File: src/rtl/core/mlp_pkg.sv
// Shared types, sizes and constants of the latent predictor.
package mlp_pkg;

   localparam int MAX_LATENT  = 64;
   localparam int MAX_EMBED   = 16;
   localparam int MAX_ACTIONS = 16;
   localparam int W1_DEPTH    = (MAX_LATENT + MAX_EMBED) * MAX_LATENT;
   localparam int W2_DEPTH    = MAX_LATENT * MAX_LATENT;
   localparam int EMB_DEPTH   = MAX_ACTIONS * MAX_EMBED;

   localparam int LAT_AW = $clog2(MAX_LATENT);
   localparam int W1_AW  = $clog2(W1_DEPTH);
   localparam int W2_AW  = $clog2(W2_DEPTH);
   localparam int EMB_AW = $clog2(EMB_DEPTH);
   localparam int CNT_W  = $clog2(MAX_LATENT + MAX_EMBED + 1);

   localparam int QDEPTH = 4;
   localparam int QAW    = $clog2(QDEPTH);

   localparam logic [31:0] SEED_MUL = 32'd2654435761;
   localparam logic [31:0] LCG_A    = 32'd1664525;
   localparam logic [31:0] LCG_C    = 32'd1013904223;

   typedef enum logic [2:0] {
      KIND_LATENT  = 3'd0,
      KIND_W1      = 3'd1,
      KIND_W2      = 3'd2,
      KIND_EMBED   = 3'd3,
      KIND_PREDICT = 3'd4
   } kind_type;

   localparam logic [1:0] STAT_TRAINED    = 2'd0;
   localparam logic [1:0] STAT_FALLBACK   = 2'd1;
   localparam logic [1:0] STAT_BAD_ACTION = 2'd2;

   localparam logic [1:0] CSR_LATENT_SIZE   = 2'd0;
   localparam logic [1:0] CSR_EMBED_SIZE    = 2'd1;
   localparam logic [1:0] CSR_ACTION_LIMIT  = 2'd2;
   localparam logic [1:0] CSR_WEIGHTS_VALID = 2'd3;

   typedef struct packed {
      logic [6:0] latent_size;
      logic [4:0] embed_size;
      logic [4:0] action_limit;
      logic       weights_valid;
   } cfg_type;

   typedef struct packed {
      kind_type           kind;
      logic [12:0]        index;
      logic signed [15:0] value;
      logic [7:0]         action;
   } cmd_type;

   typedef struct packed {
      logic    valid;
      cmd_type cmd;
   } queue_type;

endpackage

File: src/rtl/core/mlp_front.sv
// Front end: accepts request words, drops unknown kinds, queues the rest.
module mlp_front (
   input  logic               clock,
   input  logic               reset,
   input  logic               start,
   input  logic [2:0]         req_kind,
   input  logic [12:0]        req_index,
   input  logic signed [15:0] req_value,
   input  logic [7:0]         req_action,
   input  logic               pop,
   output logic               busy,
   output mlp_pkg::queue_type q
);
   import mlp_pkg::*;

   cmd_type        qmem_ff [QDEPTH];
   logic [QAW-1:0] wr_ptr_ff, wr_ptr_in;
   logic [QAW-1:0] rd_ptr_ff, rd_ptr_in;
   logic [QAW:0]   count_ff, count_in;
   logic           push;
   logic           do_pop;
   cmd_type        cmd_word;

   assign busy = (count_ff == (QAW + 1)'(QDEPTH));
   assign push = start && !busy &&
                 (req_kind inside {KIND_LATENT, KIND_W1, KIND_W2, KIND_EMBED, KIND_PREDICT});
   assign do_pop = pop && (count_ff != '0);

   always_comb begin
      cmd_word.kind   = kind_type'(req_kind);
      cmd_word.index  = req_index;
      cmd_word.value  = req_value;
      cmd_word.action = req_action;
      q.valid         = (count_ff != '0);
      q.cmd           = qmem_ff[rd_ptr_ff];
   end

   always_comb begin
      wr_ptr_in = push ? wr_ptr_ff + 1'b1 : wr_ptr_ff;
      rd_ptr_in = do_pop ? rd_ptr_ff + 1'b1 : rd_ptr_ff;
      count_in  = count_ff;
      if (push && !do_pop) begin
         count_in = count_ff + 1'b1;
      end else if (!push && do_pop) begin
         count_in = count_ff - 1'b1;
      end
   end

   always_ff @(posedge clock) begin
      if (reset) begin
         wr_ptr_ff <= '0;
         rd_ptr_ff <= '0;
         count_ff  <= '0;
      end else begin
         wr_ptr_ff <= wr_ptr_in;
         rd_ptr_ff <= rd_ptr_in;
         count_ff  <= count_in;
      end
      if (push) begin
         qmem_ff[wr_ptr_ff] <= cmd_word;
      end
   end

endmodule

File: config.mk
export PLATFORM = sky130hd
export DESIGN_NAME = mlp_front
export DESIGN_NICKNAME = d
export VERILOG_FILES = /design/src/rtl/core/mlp_pkg.sv /design/src/rtl/core/mlp_front.sv
export SDC_FILE = /design/constraint.sdc
export NUM_CORES = 1
export LEC_CHECK = 0
export ABC_AREA = 1
export BUFFER_PORTS_ARGS = -buffer_cell sky130_fd_sc_hd__buf_2
export CAP_MARGIN = 40
export CORE_UTILIZATION = 60
export DETAILED_ROUTE_END_ITERATION = 12
export PLACE_DENSITY = 0.79
export SLEW_MARGIN = 20
export SYNTH_ARGS = -nofsm -noshare
export SYNTH_HDL_FRONTEND = slang
export SYNTH_SLANG_ARGS = --single-unit
File: constraint.sdc
create_clock -name clock -period 6.21 [get_ports clock]
set_input_delay 0.3105 -clock clock [delete_from_list [all_inputs] [get_ports clock]]
set_output_delay 0.3105 -clock clock [all_outputs]
set_load 0.03 [all_outputs]
==> results of run 1 <==
-- timing repair --
action	CTS	global route
setup buffers	0	0
hold buffers	35	1
hold endpoints to repair	140	4
-- registers in the layout, summed over array words and instances, names as in the netlist, named ones only --
signal and flops:
count_ff 3, qmem_ff 160, rd_ptr_ff 2, wr_ptr_ff 2
-- routing by layer --
| layer | up-vias | part of all wire, % | global-route usage, % |
|---|---|---|---|
| li1 | 1948 | - | - |
| met1 | 2008 | 39 | 27.8 |
| met2 | 220 | 51 | 40.1 |
| met3 | 22 | 8.0 | 7.36 |
| met4 | 0 | 2.0 | 12.8 |
| met5 | - | 0 | 0 |
-- kinds of logic after synthesis --
kind of cell / Yosys count / synth area share [%]
AO/OA/AOI/OAI: 125 / 10.5
XOR/XNOR: 1 / 0.133
adder cells (fa/ha/maj): 6 / 1.25
buffers and inverters: 45 / 5.38
flip-flops: 169 / 75.7
AND/OR/NAND/NOR: 114 / 7.00
-- power by group --
group | switching (mW) | total (mW) | internal [mW]
Combinational | 0.687 | 0.958 | 0.271
Sequential | 0.0318 | 1.37 | 1.34
Clock | 0.412 | 0.985 | 0.573
-- area by class of cell --
type                            instances  area, sq um  share of cell area (%)
Timing Repair Buffer                  130          877                    11.0
Clock inverter                          8         53.8                   0.676
Multi-Input combinational cell        246         1270                    16.0
Clock buffer                           24          513                    6.44
Sequential cell                       169         4990                    62.6
Tap cell                              136          170                    2.14
Inverter                               20         87.6                    1.10
-- worst paths after layout --
check                                       to  slack [ns]  cells after the start
worst min register to register    rd_ptr_ff[1]        0.52                      2
worst max-delay path                      q[5]        3.56                      6
worst min-delay path            qmem_ff[2][18]        0.02                      1
worst max register to register     count_ff[1]        4.18                      9
-- synthesized netlist by cell type (all sizes together) --
cell type,instances
a21oi,3
nand2,16
nor2,92
buf,25
ha,5
nand4,2
inv,20
dfxtp,9
edfxtp,160
nand3,4
xor2,1
o22ai,40
o21ai,82
fa,1
-- stage by stage --
stage / hold WS [ns] / total power, mW / worst slack [ns] / instance area, sq um / util (%)
finish: 0.0209 / 3.32 / 3.56 / 7960 / 76.1
global route: 0.00540 / 3.44 / 3.41 / 7960 / 76.1
CTS: 0.00150 / 3.30 / 3.22 / 7910 / 75.6
detailed placement: 0.489 / 2.31 / 3.82 / 6990 / 66.9
global placement: 0.480 / 2.28 / 3.88 / 6990 / 66.9
floorplan: 0.380 / 2.13 / 3.42 / 6580 / -
==> impl_metrics.env, run 1 <==
export IMPL_max_cap_violations=0
export IMPL_yosys_top_cells_area="edfxtp_1 (73%), nor2_1 (5.2%), o22ai_1 (3.8%), o21ai_1 (3.6%), dfxtp_1 (2.7%)"
export IMPL_drc_errors=0
export IMPL_avgSynthCellArea_sq_um=14.3
export IMPL_clock_sinks=169
export IMPL_synth_distinct_cells=24
export IMPL_critPathBufInv=4
export IMPL_ant_nets=0
export IMPL_syn_to_final_growth_pct=21.0
export IMPL_ys_ff_latch=169
export IMPL_overflow=0
export IMPL_period_needed_ns=2.65
export IMPL_hold_viol_final=0
export IMPL_seq_area_frac_synth_pct=75.7
export IMPL_die_y_um=107
export IMPL_relSlewSlack_pct=59.2
export IMPL_critPathMaxFanout=41
export IMPL_slowest_delay_ns=0.43
export IMPL_die_area_sq_um=11400
export IMPL_rows=37
export IMPL_holdCritPathClass="in -> reg"
export IMPL_finalClockSkew_ns=0.00877
export IMPL_yosys_warnings=0
export IMPL_syn_nets=510
export IMPL_grt_max_degree=82
export IMPL_period_share_pct=42.7
export IMPL_n_fill_cell=621
export IMPL_layout_nets=634
export IMPL_p_leak_nw=2.89
export IMPL_coreArea_sq_um=10500
export IMPL_clockBufferDepth=2
export IMPL_via_count=4198
export IMPL_place_congestion=0.745
export IMPL_initial_core_util_pct=62.9
export IMPL_routedWlPerCell_um=18.0
export IMPL_syn_area_sq_um=6580
export IMPL_ios=86
export IMPL_tightestPinTransition_ns=0.611
export IMPL_rsz0062_at_grt="false"
export IMPL_worstSetupEndpointType="output port"
export IMPL_worstPathArrival_ns=2.34
export IMPL_clkLatencyLatePin_ns=0.53
export IMPL_drtPass1Iterations=5
export IMPL_initialDrtViolationCount=410
export IMPL_via_per_inst=5.73
export IMPL_syn_inst=460
export IMPL_fin_setup_tns_ns=0
export IMPL_status="finished clean"
export IMPL_path_delay_family="buffers and inverters"
export IMPL_port_buffers=85
export IMPL_start_kind="flip-flop"
export IMPL_finalWirelength_um=13200
export IMPL_grt_pass1_wl_um=19900
export IMPL_cts_buffers=17
export IMPL_critPathRequiredTime_ns=5.90
export IMPL_cts_max_level=4
export IMPL_worstHoldStart="req_value[10]"
export IMPL_clock_fmax_mhz=377
export IMPL_dp_cells=663
export IMPL_crit_chain="buf_4 -> inv_1 -> buf_4 -> o21ai_1 -> o22ai_1 -> buf_2"
export IMPL_slew_viol_final=0
export IMPL_grt_util_all_layers_pct=24.0
export IMPL_cts_root_buf="clkbuf_8"
export IMPL_layout_common_cells="edfxtp_1 (160), nor2_1 (87), buf_2 (85)"
export IMPL_cts_reportedPaths_clkPinSlew_ns=0.07
export IMPL_timing_rr_start="count_ff[1]"
export IMPL_synth_top_cell_area_share_pct=73.0
export IMPL_setup_viol=0
export IMPL_grt_pass1_vias=4123
export IMPL_antenna_found_initial=0
export IMPL_dp_hpwl_um=6810
export IMPL_peakVddDrop_mv=0.316
export IMPL_path_class="reg -> out"
export IMPL_cts_tree="done"
export IMPL_cts_resized=0
export IMPL_final_cells=733
export IMPL_p_per_area_nw_per_um2=416
export IMPL_yosysTopAreaCell="edfxtp_1"
export IMPL_crit_top_cell="buf_4"
export IMPL_die_x_um=107
export IMPL_final_common_cell="edfxtp_1"
export IMPL_drive_gt1_share_pct=23.3
export IMPL_diodes=0
export IMPL_cpMaxStageDelayCell="inv_1"
Note: power is estimated with default switching activity, not from simulation.
==> run 2: changes to the inputs <==
Settings changed: ABC_AREA 1 to 0, CORE_UTILIZATION 60 to 51, PLACE_DENSITY 0.79 to 0.72.
Clock period 6.21 ns to 2.3 ns, I/O delays scaled along.
==> run 2 against run 1 <==
Compared with the run above:
- worst setup slack got worse by 3.5 ns
- sequential share of layout area is 0.33 points lower
- routed wire length fell by 17%
- largest cell class unchanged
- largest power group unchanged
==> impl_metrics.env, run 2 <==
export IMPL_status="finished clean"
export IMPL_cts_max_level=4
export IMPL_holdWs_ns=0.101
export IMPL_initialDrtViolationCount=199
export IMPL_synth_top_cell_area_share_pct=76.9
export IMPL_setup_viol=0
export IMPL_grt_util_all_layers_pct=18.9
export IMPL_die_x_um=113
export IMPL_fin_setup_tns_ns=0
export IMPL_final_core_util_pct=67.0
export IMPL_worstSetupEndpointType="flip-flop"
export IMPL_synthArstFlopShare_pct=0
export IMPL_die_y_um=113
export IMPL_slowest_delay_ns=0.44
export IMPL_reg_top3="qmem_ff x160, count_ff x3"
export IMPL_drtPass1Iterations=4
export IMPL_coreArea_sq_um=12000
export IMPL_final_area_sq_um=8010
export IMPL_cpMaxStageDelayCell="or3_2"
export IMPL_regMostFlops="qmem_ff"
export IMPL_clock_sinks=169
export IMPL_period_share_pct=96.6
export IMPL_critPathMaxFanout=6
export IMPL_ys_ff_latch=169
export IMPL_tightestPinTransition_ns=0.441
export IMPL_finalWirelength_um=11000
export IMPL_cts_buffers=17
export IMPL_p_leak_nw=2.77
export IMPL_final_common_cell="edfxtp_1"
export IMPL_routedWlPerCell_um=19.4
export IMPL_via_count=3010
export IMPL_port_buffers=85
export IMPL_r2r_setup_slack_ns=0.08
export IMPL_antenna_found_initial=0
export IMPL_synth_most_common_cell="edfxtp_1"
export IMPL_rsz0062_at_grt="false"
export IMPL_worstHoldStart="pop"
export IMPL_ant_nets=0
export IMPL_initial_core_util_pct=52.2
export IMPL_hold_depth=4
export IMPL_yosys_top_cells_area="edfxtp_1 (77%), mux4_2 (14%), dfxtp_1 (2.9%), ha_1 (1.0%), xor2_1 (0.56%)"
export IMPL_peakVddDrop_mv=0.829
export IMPL_overflow=0
export IMPL_synth_edf_count=160
export IMPL_finalClockSkew_ns=0.00404
export IMPL_clock_fmax_mhz=450
export IMPL_start_kind="flip-flop"
export IMPL_max_cap_violations=0
export IMPL_seq_area_frac_synth_pct=79.8
export IMPL_drive_gt1_share_pct=44.5
export IMPL_yosysTopAreaCell="edfxtp_1"
export IMPL_crit_chain="nor3b_4 -> and3b_2 -> ha_2 -> inv_1 -> fa_1 -> xor2_1 -> or3_2 -> a21oi_2"
export IMPL_clockBufferDepth=2
export IMPL_diodes=0
export IMPL_grt_pass1_wl_um=17300
export IMPL_synth_distinct_cells=22
export IMPL_path_class="reg -> reg"
export IMPL_place_congestion=0.673
export IMPL_yosys_warnings=0
export IMPL_ios=86
export IMPL_slew_viol_final=0
export IMPL_syn_to_final_growth_pct=28.2
export IMPL_cts_tree="done"
export IMPL_r2r_end="count_ff[2]"
export IMPL_post_cts_setup_buffers=0
export IMPL_syn_nets=308
export IMPL_syn_area_sq_um=6250
export IMPL_grt_pass1_vias=3210
export IMPL_syn_inst=258
export IMPL_critPathRequiredTime_ns=2.65
export IMPL_timing_rr_start="count_ff[2]"
export IMPL_dp_hpwl_um=6530
export IMPL_via_per_inst=5.33
export IMPL_synth_common_cells="edfxtp_1 (160), mux4_2 (40), dfxtp_1 (9), nor2_1 (7), clkbuf_1 (6)"
export IMPL_layout_common_cells="edfxtp_1 (160), buf_2 (85), dlygate4sd3_1 (41)"
export IMPL_layout_nets=455
export IMPL_worstPathArrival_ns=2.57
export IMPL_reg2regPathDepth=8
export IMPL_n_fill_cell=788
export IMPL_clkLatencyLatePin_ns=0.42
export IMPL_hold_viol_final=0
export IMPL_period_needed_ns=2.22
export IMPL_rows=40
export IMPL_avgSynthCellArea_sq_um=24.2
export IMPL_cts_reportedPaths_clkPinSlew_ns=0.06
export IMPL_ys_flop_type="edfxtp_1"
export IMPL_drc_errors=0
export IMPL_largest_reg_flops=160
export IMPL_p_per_area_nw_per_um2=1110
export IMPL_startpoint="count_ff[2]"
export IMPL_grt_max_degree=30
export IMPL_placed_cell_area_sq_um=6930
export IMPL_relSlewSlack_pct=70.2
export IMPL_die_area_sq_um=12700
export IMPL_holdCritPathClass="in -> reg"
export IMPL_cts_root_buf="clkbuf_16"
-- run 2: cell types whose count changed after synthesis, sizes merged, moves of 3 or more --
cell and delta:
o21ai -80, mux4 +40, nor2 -85, clkbuf +6, buf -20, xor2 +3, nand3 -4, nand2 -16
inv -17, and2 +4, o22ai -40
-- run 2: stage by stage --
| stage | power (mW) | worst slack, ns | std cells |
|---|---|---|---|
| finish | 8.91 | 0.0791 | 565 |
| detailed placement | 5.85 | -0.0114 | 492 |
| floorplan | 5.29 | 0.0455 | 258 |
| global route | 9.28 | 0.00236 | 565 |
| CTS | 8.99 | 0.00599 | 565 |
| global placement | 5.81 | 0.119 | 492 |
-- run 2: critical path, delay by kind of cell, from the launching register on --
family                   cells  cell delay (ns)
AO/OA/AOI/OAI                1             0.15
XOR/XNOR                     1             0.18
adder cells (fa/ha/maj)      2             0.57
buffers and inverters        1             0.05
flip-flops                   1             0.36
AND/OR/NAND/NOR              3             0.85
-- run 2: repair_timing --
| item | 4_1_cts | 5_1_grt |
|---|---|---|
| setup endpoints to repair | 1 | 1 |
| gates resized for setup | 1 | 7 |
| hold endpoints to repair | 167 | 0 |
| hold buffers | 41 | 0 |
-- run 2: cell families after synthesis --
logic type / share of synthesized area (%)
simple gates: 1.68
fa+ha+maj: 1.32
compound gates: 0.501
mux: 15.0
xor+xnor: 0.561
buf+inv: 1.20
flops: 79.8
-- run 2: worst max-delay path by stage --
stage	endpoint	slack [ns]
after global placement	count_ff[2]	0.12
after detailed placement	count_ff[2]	-0.01
after global routing	count_ff[2]	0.002
final	count_ff[2]	0.08
after CTS	count_ff[2]	0.006
after floorplan	count_ff[2]	0.05
-- run 2: layout make-up --
cell class	count	area (sq um)	area share, %
Multi-Input combinational cell	75	1220	15.2
Timing Repair Buffer	139	958	12.0
Clock buffer	17	425	5.31
Inverter	3	11.3	0.141
Clock inverter	15	224	2.79
Tap cell	147	184	2.30
Sequential cell	169	4990	62.3
-- run 2: metal layers --
metal  wire length (um)  track usage (%)  vias to the layer above
li1                   -                -                     1378
met1               4570             23.6                     1536
met2               5750             31.7                       81
met3                493             5.09                       15
met4                151             7.82                        0
met5                  0                0                        -
-- run 2: report_power, final --
part           internal (mW)  total, mW  switching, mW  leakage [nW]
Clock                   1.93       3.06           1.13         0.304
Combinational          0.887       2.10           1.21         0.933
Sequential              3.59       3.75          0.154          1.53
==> run 3: changes to the inputs <==
--- a/config.mk
+++ b/config.mk
@@ -13,2 +13,3 @@
 export PLACE_DENSITY = 0.72
+export RECOVER_POWER = 100
 export SLEW_MARGIN = 20
==> constraint.sdc (replaced) <==
create_clock -name clock -period 2.3 [get_ports clock]
set_input_delay 0.46 -clock clock [delete_from_list [all_inputs] [get_ports clock]]
set_output_delay 0.46 -clock clock [all_outputs]
set_load 0.03 [all_outputs]
==> run 3 against run 2 <==
Compared with the run above:
- clock power fell by 7%
- largest cell class unchanged
- sequential share of layout area is 4.4 points higher
- worst setup slack better by 0.016 ns
- combinational power about the same
- largest power group unchanged
- non-clock buffer count down 38
- clock-buffer cell count increased by 7
- die area unchanged
- critical path depth decreased by 5
- design area is 6.6% lower
==> impl_metrics.env, run 3 (same netlist as run 2, synthesis figures left out) <==
export IMPL_largest_reg_flops=160
export IMPL_total_power_mw=8.61
export IMPL_die_x_um=113
export IMPL_critPathMaxFanout=21
export IMPL_period_share_pct=95.8
export IMPL_ios=86
export IMPL_critPathRequiredTime_ns=1.84
export IMPL_drtPass1Iterations=5
export IMPL_finalWirelength_um=10400
export IMPL_max_cap_violations=0
export IMPL_layout_common_cells="edfxtp_1 (160), clkbuf_1 (48), buf_2 (44)"
export IMPL_tightestPinTransition_ns=0.575
export IMPL_placed_cell_area_sq_um=7010
export IMPL_syn_to_final_growth_pct=19.8
export IMPL_clockBufferDepth=2
export IMPL_finalClockSkew_ns=0.00478
export IMPL_cts_buffers=17
export IMPL_start_kind="flip-flop"
export IMPL_grt_util_all_layers_pct=18.2
export IMPL_post_cts_setup_buffers=0
export IMPL_dp_hpwl_um=6330
export IMPL_cts_max_level=4
export IMPL_final_cells=527
export IMPL_path_class="reg -> out"
export IMPL_worstPathArrival_ns=1.74
export IMPL_via_per_inst=5.40
export IMPL_layout_nets=417
export IMPL_grt_max_degree=29
export IMPL_slew_viol_final=0
export IMPL_final_core_util_pct=62.6
export IMPL_regMostFlops="qmem_ff"
export IMPL_diodes=0
export IMPL_p_leak_nw=2.46
export IMPL_clkLatencyLatePin_ns=0.41
export IMPL_port_buffers=85
export IMPL_setup_viol=0
export IMPL_holdWs_ns=0.305
export IMPL_overflow=0
export IMPL_reg_top3="qmem_ff x160, count_ff x3"
export IMPL_holdCritPathClass="in -> reg"
export IMPL_relSlewSlack_pct=61.7
export IMPL_hold_buffers=0
export IMPL_routedWlPerCell_um=19.7
export IMPL_grt_pass1_wl_um=16200
export IMPL_hold_viol_final=0
export IMPL_ant_nets=0
export IMPL_cts_tree="done"
export IMPL_die_area_sq_um=12700
export IMPL_initial_core_util_pct=52.2
export IMPL_cts_reportedPaths_clkPinSlew_ns=0.06
export IMPL_coreArea_sq_um=12000
export IMPL_timing_rr_start="count_ff[2]"
export IMPL_r2r_end="count_ff[2]"
export IMPL_r2r_setup_slack_ns=0.11
export IMPL_worstHoldStart="req_value[5]"
export IMPL_die_y_um=113
export IMPL_cts_resized=0
export IMPL_clock_fmax_mhz=454
export IMPL_grt_pass1_vias=3008
export IMPL_reg2regPathDepth=8
export IMPL_endpoint="q[34]"
export IMPL_p_per_area_nw_per_um2=1150
export IMPL_peakVddDrop_mv=0.600
export IMPL_dp_cells=495
export IMPL_worstSetupEndpointType="output port"
export IMPL_n_fill_cell=848
export IMPL_final_area_sq_um=7490
export IMPL_status="finished clean"
export IMPL_period_needed_ns=2.20
export IMPL_clock_sinks=169
export IMPL_rows=40
export IMPL_via_count=2846
export IMPL_initialDrtViolationCount=171
export IMPL_drc_errors=0
export IMPL_cts_root_buf="clkbuf_16"
export IMPL_final_common_cell="edfxtp_1"
export IMPL_drive_gt1_share_pct=35.0
export IMPL_antenna_found_initial=0
export IMPL_place_congestion=0.726
export IMPL_rsz0062_at_grt="false"
## run 3: cell count changes in the layout (fill, tap and decap cells not counted), moves of 3 or more
cell           previous run  this run
clkbuf_8                  0         3
buf_4                    11         3
clkbuf_4                  0         3
clkbuf_2                  0         3
clkbuf_1                  0        48
dlygate4sd3_1            41         0
and2_2                    4         0
and2_0                    0         3
buf_2                    85        44
## run 3: worst min path at each step
stage | slack, ns | to | depth (start not counted)
floorplan | 0.48 | wr_ptr_ff[1] | 2
global placement | 0.50 | wr_ptr_ff[1] | 2
detailed placement | 0.53 | wr_ptr_ff[1] | 2
CTS | 0.24 | qmem_ff[3][13] | 1
global route | 0.31 | qmem_ff[2][13] | 1
finish | 0.31 | qmem_ff[0][13] | 1
## run 3: power by group
group / internal (mW) / switching, mW
Clock: 1.79 / 1.07
Combinational: 0.829 / 1.24
Sequential: 3.59 / 0.0870
Total: 6.21 / 2.40
## run 3: layout make-up
cell class	instances	area (sq um)	share of cell area [%]
inverters	3	11.3	0.150
flip-flops and latches	169	4990	66.7
multi-input cells	75	1180	15.8
clock buffers	24	482	6.43
clock inverters	8	120	1.60
well taps	147	184	2.46
repair buffers	101	517	6.90
## run 3: stage by stage
step	setup TNS (ns)	worst slack, ns
4_1_cts	0	0.0537
3_3_place_gp	0	0.0330
2_1_floorplan	0	0.0455
6_report	0	0.0956
3_5_place_dp	-0.0558	-0.0558
5_1_grt	0	0.00396
## run 3: metal layers
layer	vias to the layer above	global-route usage [%]	wire (um)
met3	14	5.62	517
met2	83	28.3	5170
met4	0	8.80	168
met5	-	0	0
li1	1300	-	-
met1	1449	23.7	4550
## run 3: critical path: stages, from the launching register on
cell and delay, ns:
dfxtp_4 0.37, buf_12 0.22, mux4_2 0.54, buf_2 0.19
